[src/hw/rtl/bdlr_pkg.sv]
// Shared types and codes for the debounced button with long-release detection.
// No dependencies; used by every bdlr module and the top level.
`default_nettype none

package bdlr_pkg;

  localparam int unsigned TimeW   = 32;
  localparam int unsigned BounceW = 16;
  localparam int unsigned CfgIdxW = 8;
  localparam int unsigned CfgDatW = 32;

  typedef enum logic [1:0] {
    EV_NONE    = 2'd0,
    EV_PRESS   = 2'd1,
    EV_RELEASE = 2'd2,
    EV_LONG    = 2'd3
  } bdlr_event_e;

  typedef enum logic [CfgIdxW-1:0] {
    REG_BOUNCE_MS       = 8'd0,
    REG_LONG_RELEASE_MS = 8'd1,
    REG_LONG_RELEASE_EN = 8'd2,
    REG_PULL_UP         = 8'd3
  } bdlr_reg_e;

  typedef struct packed {
    logic [TimeW-1:0] now_ms;
    logic             raw_level;
    logic             latched_pending;
    logic             latched_level;
    logic             disabled;
  } bdlr_poll_t;

  typedef struct packed {
    bdlr_event_e event_res;
    logic        pressed;
  } bdlr_result_t;

  typedef struct packed {
    logic [CfgIdxW-1:0] index;
    logic [CfgDatW-1:0] data;
  } bdlr_cfg_wr_t;

  // Current register values, handed from the register file to the step logic.
  typedef struct packed {
    logic [BounceW-1:0] bounce_ms;
    logic [TimeW-1:0]   long_release_ms;
    logic               long_release_enable;
    logic               pull_up;
  } bdlr_cfg_t;

endpackage

`default_nettype wire

[src/hw/rtl/bdlr_chan_if.sv]
// Valid/ready channel carrying one packed payload per transfer.
// Payload type is supplied by the user, normally from bdlr_pkg.
`default_nettype none

interface bdlr_chan_if #(
  parameter type payload_t = logic
);
  logic     valid;
  logic     ready;
  payload_t payload;

  modport source (output valid, output payload, input ready);
  modport sink   (input valid, input payload, output ready);
endinterface

`default_nettype wire

[src/hw/rtl/bdlr_cfg_regs.sv]
// Configuration register file for the button debouncer.
// Depends on bdlr_pkg and bdlr_chan_if.
`default_nettype none

module bdlr_cfg_regs (
  input  wire logic          clk_i,
  input  wire logic          rst_ni,
  bdlr_chan_if.sink          cfg_i,
  output bdlr_pkg::bdlr_cfg_t cfg_o
);
  import bdlr_pkg::*;

  bdlr_cfg_t cfg_q, cfg_d;

  assign cfg_i.ready = 1'b1;

  always_comb begin
    cfg_d = cfg_q;
    if (cfg_i.valid) begin
      unique case (cfg_i.payload.index)
        REG_BOUNCE_MS:       cfg_d.bounce_ms = cfg_i.payload.data[BounceW-1:0];
        REG_LONG_RELEASE_MS: cfg_d.long_release_ms = cfg_i.payload.data[TimeW-1:0];
        REG_LONG_RELEASE_EN: cfg_d.long_release_enable = cfg_i.payload.data[0];
        REG_PULL_UP:         cfg_d.pull_up = cfg_i.payload.data[0];
        default: ;  // unmapped index, write dropped
      endcase
    end
  end

  always_ff @(posedge clk_i or negedge rst_ni) begin
    if (!rst_ni) begin
      cfg_q.bounce_ms           <= BounceW'(50);
      cfg_q.long_release_ms     <= TimeW'(500);
      cfg_q.long_release_enable <= 1'b0;
      cfg_q.pull_up             <= 1'b1;
    end else begin
      cfg_q <= cfg_d;
    end
  end

  assign cfg_o = cfg_q;

endmodule

`default_nettype wire

[src/hw/rtl/bdlr_step.sv]
// Debounce state and single-poll update logic.
// Depends on bdlr_pkg.
`default_nettype none

module bdlr_step (
  input  wire logic                clk_i,
  input  wire logic                rst_ni,
  input  wire logic                advance_i,
  input  wire bdlr_pkg::bdlr_cfg_t  cfg_i,
  input  wire bdlr_pkg::bdlr_poll_t poll_i,
  output bdlr_pkg::bdlr_result_t   result_o
);
  import bdlr_pkg::*;

  logic             started_q, started_d;
  logic             stable_q, stable_d;
  logic             last_q, last_d;
  logic             was_dis_q, was_dis_d;
  logic [TimeW-1:0] bounce_start_q, bounce_start_d;
  logic [TimeW-1:0] hold_start_q, hold_start_d;

  logic             stable_eff, last_eff, level, new_pressed;
  logic [TimeW-1:0] bounce_elapsed, hold_elapsed;
  bdlr_event_e      ev;

  always_comb begin
    // first poll after reset seeds both levels from the raw pin
    stable_eff = started_q ? stable_q : poll_i.raw_level;
    last_eff   = started_q ? last_q   : poll_i.raw_level;
    level      = poll_i.latched_pending ? poll_i.latched_level : poll_i.raw_level;

    started_d      = 1'b1;
    stable_d       = stable_eff;
    last_d         = last_eff;
    was_dis_d      = was_dis_q;
    bounce_start_d = bounce_start_q;
    hold_start_d   = hold_start_q;
    ev             = EV_NONE;

    bounce_elapsed = '0;
    hold_elapsed   = poll_i.now_ms - hold_start_q;
    new_pressed    = cfg_i.pull_up ? ~level : level;

    priority if (poll_i.disabled) begin
      was_dis_d = 1'b1;
    end else if (was_dis_q) begin
      // resync after suspension, no event
      was_dis_d      = 1'b0;
      stable_d       = level;
      last_d         = level;
      bounce_start_d = poll_i.now_ms;
      hold_start_d   = poll_i.now_ms;
    end else begin
      if (level != last_eff) begin
        bounce_start_d = poll_i.now_ms;
      end
      last_d         = level;
      bounce_elapsed = poll_i.now_ms - bounce_start_d;
      if ((bounce_elapsed >= TimeW'(cfg_i.bounce_ms)) && (level != stable_eff)) begin
        stable_d = level;
        if (new_pressed) begin
          hold_start_d = poll_i.now_ms;
          ev           = EV_PRESS;
        end else if (cfg_i.long_release_enable &&
                     (hold_elapsed >= cfg_i.long_release_ms)) begin
          ev = EV_LONG;
        end else begin
          ev = EV_RELEASE;
        end
      end
    end

    result_o.event_res = ev;
    result_o.pressed   = cfg_i.pull_up ? ~stable_d : stable_d;
  end

  always_ff @(posedge clk_i or negedge rst_ni) begin
    if (!rst_ni) begin
      started_q      <= 1'b0;
      stable_q       <= 1'b0;
      last_q         <= 1'b0;
      was_dis_q      <= 1'b0;
      bounce_start_q <= '0;
      hold_start_q   <= '0;
    end else if (advance_i) begin
      started_q      <= started_d;
      stable_q       <= stable_d;
      last_q         <= last_d;
      was_dis_q      <= was_dis_d;
      bounce_start_q <= bounce_start_d;
      hold_start_q   <= hold_start_d;
    end
  end

endmodule

`default_nettype wire

[src/hw/rtl/button_debounce_long_release.sv]
// Top level: debounced push button with press, release and long-release events.
// Depends on bdlr_pkg, bdlr_chan_if, bdlr_cfg_regs and bdlr_step.
//
//   channel    dir   payload           one transfer is
//   ---------  ----  ----------------  --------------------------------------
//   poll_i     in    bdlr_poll_t       one poll: timestamp, levels, disable
//   result_o   out   bdlr_result_t     event code and debounced pressed state
//   cfg_i      in    bdlr_cfg_wr_t     one register write (index, data)
//
// Two register stages: an input register and a result register, with the
// whole poll update (two 32-bit subtract-compares) between them.
// Throughput is one poll per cycle while result_o is not stalled; a poll is
// captured in the input register, its result in the result register, which
// drives result_o.valid. Reset clears the debounce state and loads register
// defaults (bounce 50 ms, long release 500 ms, long release off, pull-up).
// A stalled result holds the result register; the input register then holds
// one more poll, after which poll_i.ready drops until result_o drains.
`default_nettype none

module button_debounce_long_release (
  input  wire logic clk_i,
  input  wire logic rst_ni,
  bdlr_chan_if.sink   poll_i,
  bdlr_chan_if.source result_o,
  bdlr_chan_if.sink   cfg_i
);
  import bdlr_pkg::*;

  bdlr_cfg_t    cfg;
  bdlr_poll_t   poll_q;
  bdlr_result_t result_d, result_q;
  logic         in_valid_q, out_valid_q;
  logic         advance, poll_xfer;

  // input stage moves into the result stage when the result slot is free
  assign advance       = in_valid_q && (!out_valid_q || result_o.ready);
  assign poll_i.ready  = !in_valid_q || advance;
  assign poll_xfer     = poll_i.valid && poll_i.ready;

  bdlr_cfg_regs u_cfg (
    .clk_i (clk_i),
    .rst_ni(rst_ni),
    .cfg_i (cfg_i),
    .cfg_o (cfg)
  );

  bdlr_step u_step (
    .clk_i    (clk_i),
    .rst_ni   (rst_ni),
    .advance_i(advance),
    .cfg_i    (cfg),
    .poll_i   (poll_q),
    .result_o (result_d)
  );

  always_ff @(posedge clk_i or negedge rst_ni) begin
    if (!rst_ni) begin
      in_valid_q  <= 1'b0;
      out_valid_q <= 1'b0;
    end else begin
      if (poll_i.ready) begin
        in_valid_q <= poll_i.valid;
      end
      if (advance) begin
        out_valid_q <= 1'b1;
      end else if (result_o.ready) begin
        out_valid_q <= 1'b0;
      end
    end
  end

  // payload registers, no reset
  always_ff @(posedge clk_i) begin
    if (poll_xfer) begin
      poll_q <= poll_i.payload;
    end
    if (advance) begin
      result_q <= result_d;
    end
  end

  assign result_o.valid   = out_valid_q;
  assign result_o.payload = result_q;

  // a press always leaves the button pressed, a release always released
  a_press_pressed : assert property (@(posedge clk_i) disable iff (!rst_ni)
    (result_o.valid && (result_o.payload.event_res == EV_PRESS))
      |-> result_o.payload.pressed)
    else $error("press event with pressed low");

  a_release_released : assert property (@(posedge clk_i) disable iff (!rst_ni)
    (result_o.valid && ((result_o.payload.event_res == EV_RELEASE) ||
                        (result_o.payload.event_res == EV_LONG)))
      |-> !result_o.payload.pressed)
    else $error("release event with pressed high");

  // long releases only come out of a step taken with the feature enabled
  a_long_needs_enable : assert property (@(posedge clk_i) disable iff (!rst_ni)
    (advance && (result_d.event_res == EV_LONG)) |-> cfg.long_release_enable)
    else $error("long release while disabled");

  // an accepted poll always lands in the input stage
  a_poll_captured : assert property (@(posedge clk_i) disable iff (!rst_ni)
    poll_xfer |=> in_valid_q)
    else $error("accepted poll lost");

endmodule

`default_nettype wire

[src/flat_wrapper.sv]
// flat-port wrapper written by rule: the top's interface ports become plain ports
module button_debounce_long_release_flat import bdlr_pkg::*;
  (clk_i, rst_ni, poll_i_valid, poll_i_payload, poll_i_ready, result_o_valid, result_o_payload, result_o_ready, cfg_i_valid, cfg_i_payload, cfg_i_ready);
  bdlr_chan_if #(.payload_t(bdlr_poll_t)) poll_i_i ();
  bdlr_chan_if #(.payload_t(bdlr_result_t)) result_o_i ();
  bdlr_chan_if #(.payload_t(bdlr_cfg_wr_t)) cfg_i_i ();
  input  wire logic clk_i;
  input  wire logic rst_ni;
  input wire logic [$bits(poll_i_i.valid)-1:0] poll_i_valid;
  input wire logic [$bits(poll_i_i.payload)-1:0] poll_i_payload;
  output wire logic [$bits(poll_i_i.ready)-1:0] poll_i_ready;
  output wire logic [$bits(result_o_i.valid)-1:0] result_o_valid;
  output wire logic [$bits(result_o_i.payload)-1:0] result_o_payload;
  input wire logic [$bits(result_o_i.ready)-1:0] result_o_ready;
  input wire logic [$bits(cfg_i_i.valid)-1:0] cfg_i_valid;
  input wire logic [$bits(cfg_i_i.payload)-1:0] cfg_i_payload;
  output wire logic [$bits(cfg_i_i.ready)-1:0] cfg_i_ready;
  assign poll_i_i.valid = poll_i_valid;
  assign poll_i_i.payload = poll_i_payload;
  assign poll_i_ready = poll_i_i.ready;
  assign result_o_valid = result_o_i.valid;
  assign result_o_payload = result_o_i.payload;
  assign result_o_i.ready = result_o_ready;
  assign cfg_i_i.valid = cfg_i_valid;
  assign cfg_i_i.payload = cfg_i_payload;
  assign cfg_i_ready = cfg_i_i.ready;
  button_debounce_long_release u_core (.clk_i(clk_i), .rst_ni(rst_ni), .poll_i(poll_i_i), .result_o(result_o_i), .cfg_i(cfg_i_i));
endmodule
[config.mk]
export PLATFORM = sky130hd
export DESIGN_NAME = button_debounce_long_release_flat
export DESIGN_NICKNAME = d
export VERILOG_FILES = /design/src/hw/rtl/bdlr_pkg.sv /design/src/hw/rtl/bdlr_chan_if.sv /design/src/hw/rtl/bdlr_cfg_regs.sv /design/src/hw/rtl/bdlr_step.sv /design/src/hw/rtl/button_debounce_long_release.sv /design/src/flat_wrapper.sv
export SDC_FILE = /design/constraint.sdc
export NUM_CORES = 1
export LEC_CHECK = 0
export ABC_CLOCK_PERIOD_IN_PS = 14600
export BUFFER_PORTS_ARGS = -buffer_cell sky130_fd_sc_hd__buf_4
export CORE_AREA = 2 2 143 180
export CTS_CLUSTER_SIZE = 8
export DETAILED_ROUTE_END_ITERATION = 8
export DIE_AREA = 0 0 145 182
export PLACE_DENSITY = 0.61
export SLEW_MARGIN = 20
export SYNTH_ARGS = -nofsm -noshare
export SYNTH_HDL_FRONTEND = slang
export SYNTH_SLANG_ARGS = --single-unit
[constraint.sdc]
create_clock -name clk_i -period 14.6 [get_ports clk_i]
set_input_delay 1.46 -clock clk_i [delete_from_list [all_inputs] [get_ports clk_i]]
set_output_delay 1.46 -clock clk_i [all_outputs]
set_load 0.005 [all_outputs]
; ---- Word level (Yosys, flattened, before mapping)
; Index checks and enable logic that the tools add are counted.
[word_totals]
reg_bits = 159
inputBits = 81
out_inout_bits = 6
wordCells = 74
[classes]
n_addsub = 2
magnitude_cmp = 2
n_eq_ne = 5
muxes = 21
n_bitwise = 4
reduce_logical = 20
[op_table]
columns = operator, n
row1 = two-way mux 32 bit, 7
row2 = subtractor 32 bit, 2
row3 = greater-or-equal comparator 32 x 16 -> 1 bit, 1
row4 = greater-or-equal comparator 32 bit, 1
row5 = equality test 8 x 2 -> 1 bit (second input constant), 2
row6 = two-way mux 1 bit, 14
row7 = AND reduction 2 bit, 5
row8 = equality test 8 x 1 -> 1 bit (second input constant), 1
row9 = logical NOT 8 bit, 1
row10 = nonzero test 2 bit, 3
row11 = logical AND 1 bit, 4
row12 = NOT 1 bit, 4
row13 = AND reduction 4 bit, 1
row14 = OR reduction 4 bit, 1
row15 = OR reduction 3 bit, 1
row16 = logical NOT 1 bit, 2
row17 = logical OR 1 bit, 2
row18 = inequality test 1 bit, 2

; ---- Longest topological paths before layout
[depth]
word_depth = 13
ltp_mapped = 31

; ---- By module
; A second synthesis with hierarchy kept.
[unflattened]
hier_cells = 1107
hier_area_um2 = 11488.5
[modules_own_cells]
columns = mod, instances, cells_each, area_per_inst_um2, seq_area_each_um2
row1 = bdlr_step, 1, 947, 8126.5, 1701.6
row2 = bdlr_cfg_regs, 1, 113, 2087.0, 1263.7
row3 = button_debounce_long_release, 1, 47, 1275.0, 1221.2

; ---- Worst setup path before layout
; OpenSTA, ideal clock, no wires.
[synth_timing]
path_kind = register to register
startpoint = register u_core.u_step.started_q
endpoint = register u_core.u_step.hold_start_q[27]
setup_ps = 128
t_arrival_ps = 6425
slack_ps = 8047
stages_incl_launch_ff = 32
synth_period_minus_slack_ps = 6553
path_cell_list = dfrtp_1 > buf_2 > and2_1 > a21oi_1 > nand3_2 > clkbuf_1 > clkbuf_1 > nand2_1 > o21ai_0 > ha_1 > a21boi_1 > o31ai_1 > o311ai_1 > nand4_1 > o21ai_0 > a21o_1 > a31oi_1 > xnor2_1 > ha_1 > nand4_1 > nor2_1 > nand2_1 > o21ai_0 > a311o_1 > a2111oi_0 > o211ai_1 > a2111o_1 > or4_1 > buf_2 > a31oi_4 > buf_4 > mux2_1
[synth_between]
elab_chain_len = 10
[synth_rtl]
columns = item, line_no
row1 = start: declaration, bdlr_step.sv:15  ; logic started_q, started_d;
row2 = start signal: assignment, bdlr_step.sv:86  ; started_q <= started_d;
row3 = two-way mux 1 bit, bdlr_step.sv:29  ; last_eff = started_q ? last_q : poll_i.raw_level;
row4 = inequality test 1 bit, bdlr_step.sv:54  ; if (level != last_eff) begin
row5 = two-way mux 32 bit, bdlr_step.sv:54
row6 = two-way mux 32 bit, bdlr_step.sv:46  ; end else if (was_dis_q) begin
row7 = two-way mux 32 bit, bdlr_step.sv:44  ; priority if (poll_i.disabled) begin
row8 = subtractor 32 bit, bdlr_step.sv:58  ; bounce_elapsed = poll_i.now_ms - bounce_start_d;
row9 = greater-or-equal comparator 32 x 16 -> 1 bit, bdlr_step.sv:59  ; if ((bounce_elapsed >= TimeW'(cfg_i.bounce_ms)) && (level != stable_eff)) begin
row10 = logical AND 1 bit *, bdlr_step.sv:59
row11 = nonzero test 2 bit (no source line) *, n/a
row12 = AND reduction 4 bit (no source line) *, n/a
row13 = end signal: assignment, bdlr_step.sv:91  ; hold_start_q <= hold_start_d;
row14 = end: declaration, bdlr_step.sv:20  ; logic [TimeW-1:0] hold_start_q, hold_start_d;
; Every way passes the cells marked *; elsewhere a longest branch is shown, timed or not. The select of a mux whose other input is x is not followed.
; A chain may end at the register's enable or synchronous reset.

; ---- Worst setup path after layout
[layout_timing]
startpoint = register u_core.u_step.started_q
endpoint = register u_core.u_step.hold_start_q[20]
; Same word-level chain as after synthesis.

==> metrics.md <==
| Metric | Value |
|---|---|
| Status | `finished clean` |
| # setup viols final | `0` |
| Site row count | `65` |
| Final Hold Slack | `488 ps` |
| Synth Cell Area | `0.0110 sq mm` |
| Pleak | `5.79 nW` |
| CTS H-tree depth | `4` |
| Ports | `87` |
| Post-Synthesis Cells | `1,121` |
| Die span in x | `145 microns` |
| CTS resizes | `0` |
| Initial antenna violation count | `0` |
| Max VDD drop | `0.0969 mV` |
| Final Cell Area | `0.0126 sq mm` |
| Fin crit share | `55.5%` |
| Max Cap Violations | `0` |
| Ranking of synthesized cells by area | `dfrtp_1, ha_1, edfxtp_1` |
| Hold crit path type | `flip-flop to flip-flop` |
| Final core occ | `50.8%` |
| Power Density | `174 mW/mm^2` |
| Worst Path Required | `14,910 ps` |
| Setup slack at placement | `6540 ps` |
| Largest net degree at the start of global routing | `70` |
| Unrepaired setup endpoints after global routing | `false` |
| Flop2flop setup slack | `6500 ps` |
| Cell variety after synth | `75` |
| Post-synthesis register bit count | `159` |
| Synthesized net count | `1,303` |
| Number of global-route vias before repair | `8,301` |
| Dpl hpwl | `19,800 microns` |
| Share of cells above drive strength 1 | `17.4%` |
| GP Congestion | `0.888` |
| CTS buffer count | `17` |
| Synth Warn # | `0` |
| Die Y | `182 microns` |
| Die Footprint | `0.0264 sq mm` |
| Synth top cells by count | `dfrtp_1, inv_1, ha_1, nand2_1, o21ai_0` |
| DR DRC count | `0` |
| DR pass1 iterations | `5` |
| Routed wire length | `25,800 microns` |
| Detail Route Antenna Nets | `0` |
| Hold-fix buffers, CTS | `0` |
| Total core area | `0.0248 sq mm` |
| Largest area contributor in the netlist | `dfrtp_1` |
| Avg Cell Area, Syn | `9.81 sq um` |
| Area Overhead vs Synth | `14.4%` |
| # diodes | `0` |
| Area after DPL | `0.0120 sq mm` |
| First-pass GRT wire length | `42,200 microns` |
| DR WL/cell | `16.7 microns` |
| Main synth FF type | `dfrtp_1` |
| Num Clock Sinks | `159` |
| Clk_lat worst skew | `440 ps` |
| Final Hold Viols | `0` |
| Worst Tran Pin Value | `983 ps` |
| TNS Setup | `0 ps` |
| Filler cells | `2,315` |
| Postcts setup bufs | `0` |
| CTS tree | `done` |
| Fin crit period | `8100 ps` |
| Crit end category | `flip-flop` |
| Root Buffer | `clkbuf_16` |
| Via count | `8,430` |
| Number of DRC markers in iteration 0 | `461` |
| Clock-pin transition on the worst setup and hold timing paths | `70 ps` |
| Final worst slack | `6500 ps` |
| Clock Skew | `9.42 ps` |
| Initial Utilization | `44.3%` |
| Fraction of registers with async set/reset | `75.5%` |
| EDFF count, synth | `39` |
| GRT Overall Usage | `20.1%` |
| Worst-path fanout max | `27` |
| Sequential area share after synthesis | `38.1%` |
| Max-slew violation count | `0` |
| GR Overflow Total | `0` |
| Crit path DAT | `8410 ps` |
| Net count, final | `1,381` |
| Slew headroom | `34.5%` |
| Startpoint Class | `flip-flop` |
| Vias per Instance | `5.45` |
| CP Class | `flip-flop to flip-flop` |
| Max clock buf depth | `2` |
| Max Clock Freq | `123 MHz` |
| Most frequent cell after synthesis | `dfrtp_1` |
| Post-synth top area share | `25.0%` |
| Port Buf Inserts | `85` |
==> cells in the final DEF (no fill, tap or decap), types with 5 or more instances in the layout <==
cell and count:
inv_1 108, mux2_2 61, mux2i_1 29, nand2b_1 23, o31ai_1 5, nand2_1 73, dfstp_2 10, a22oi_1 5
clkbuf_16 19, a31oi_1 9, o21ai_0 68, nor2_1 53, or3_1 5, xnor2_1 45, maj3_1 8, a21o_1 43
a21oi_1 63, nor2b_1 19, nor3_1 15, nand3_1 21, o211ai_1 9, and2_1 5, o21a_1 5, o21bai_1 7
dfrtp_1 110, buf_4 91, xor2_1 15, mux2_1 26, edfxtp_1 39, ha_1 100, nand4_1 15, and3_1 13
a211oi_1 7
==> kinds of logic after synthesis <==
logic type	count (synthesis)	synth area share (%)
flip-flops	159	38.1
AND/OR/NAND/NOR	267	12.3
AO/OA/AOI/OAI	267	15.9
buffers and inverters	141	4.99
multiplexers	116	11.5
adder cells (fa/ha/maj)	110	12.4
XOR/XNOR	60	4.78
other	1	0.0341
==> area by class of cell <==
cell class / count / area (sq um) / area share, %
Clock buffer: 20 / 489 / 3.89
Tap cell: 335 / 419 / 3.33
Sequential cell: 159 / 4190 / 33.3
Clock inverter: 12 / 120 / 0.954
Multi-Input combinational cell: 821 / 6280 / 49.9
Timing Repair Buffer: 91 / 683 / 5.43
Inverter: 109 / 409 / 3.25
==> layer usage <==
metal,global-route usage (%),vias up,wire (microns),share of wire [%]
met5,0,-,0,0
met4,7.01,0,632,2.5
met3,3.52,32,976,3.8
met2,33.3,160,12200,47
met1,26.5,4051,12000,47
li1,-,4187,-,-
==> critical path, cell delays in order (launching register included) <==
cell and delay, ps:
dfrtp_1 470, and2_1 210, a21oi_1 270, nand3_2 540, nand2_1 210, o21ai_0 110, ha_1 300, a21boi_1 160
o31ai_1 120, o311ai_1 680, nand4_1 300, o21ai_0 290, a21o_1 190, a31oi_1 120, xnor2_1 150, ha_1 300
nand4_1 120, nor2_1 70, nand2_1 60, o21ai_0 70, a311o_1 280, a2111oi_0 400, o211ai_1 150, a2111o_1 360
or4_1 700, a31oi_4 500, buf_4 450, mux2_1 380
==> final timing paths <==
path                                                      from                                            to  cells after the start
max                        u_core.u_step.started_q$_DFFE_PN0P_    u_core.u_step.hold_start_q[20]$_DFFE_PN0P_                     27
min                                 u_core.poll_q[4]$_DFFE_PP_     u_core.u_step.hold_start_q[0]$_DFFE_PN0P_                      1
max reg2reg                u_core.u_step.started_q$_DFFE_PN0P_    u_core.u_step.hold_start_q[20]$_DFFE_PN0P_                     27
min reg2reg                         u_core.poll_q[4]$_DFFE_PP_     u_core.u_step.hold_start_q[0]$_DFFE_PN0P_                      1
max in group asynchronous                               rst_ni  u_core.u_step.bounce_start_q[17]$_DFFE_PN0P_                      2
min in group asynchronous                               rst_ni             u_core.result_o.valid$_DFFE_PN0P_                      1
==> power breakdown <==
group | internal, W | switching (W)
registers | 0.000550 | 0.0000611
logic | 0.000514 | 0.000611
clock network | 0.000262 | 0.000193
total | 0.00133 | 0.000865
==> sequential cells by signal (all words and copies together) (netlist names) <==
register                      flops
u_core.u_step.hold_start_q       32
u_core.result_o.valid             1
u_core.u_step.bounce_start_q     32
u_core.poll_q                    36
u_core.in_valid_q                 1
u_core.u_step.stable_q            1
u_core.u_step.was_dis_q           1
u_core.u_cfg.cfg_o               50
u_core.u_step.last_q              1
u_core.result_o.payload           3
u_core.u_step.started_q           1
==> metrics by stage <==
stage / power, W / instances
after floorplan: 0.00147 / 1121
after global placement: 0.00172 / 1515
after detailed placement: 0.00174 / 1515
after CTS: 0.00221 / 1547
after global routing: 0.00239 / 1547
final: 0.00219 / 1547
Power figures use the tool's default switching activity.
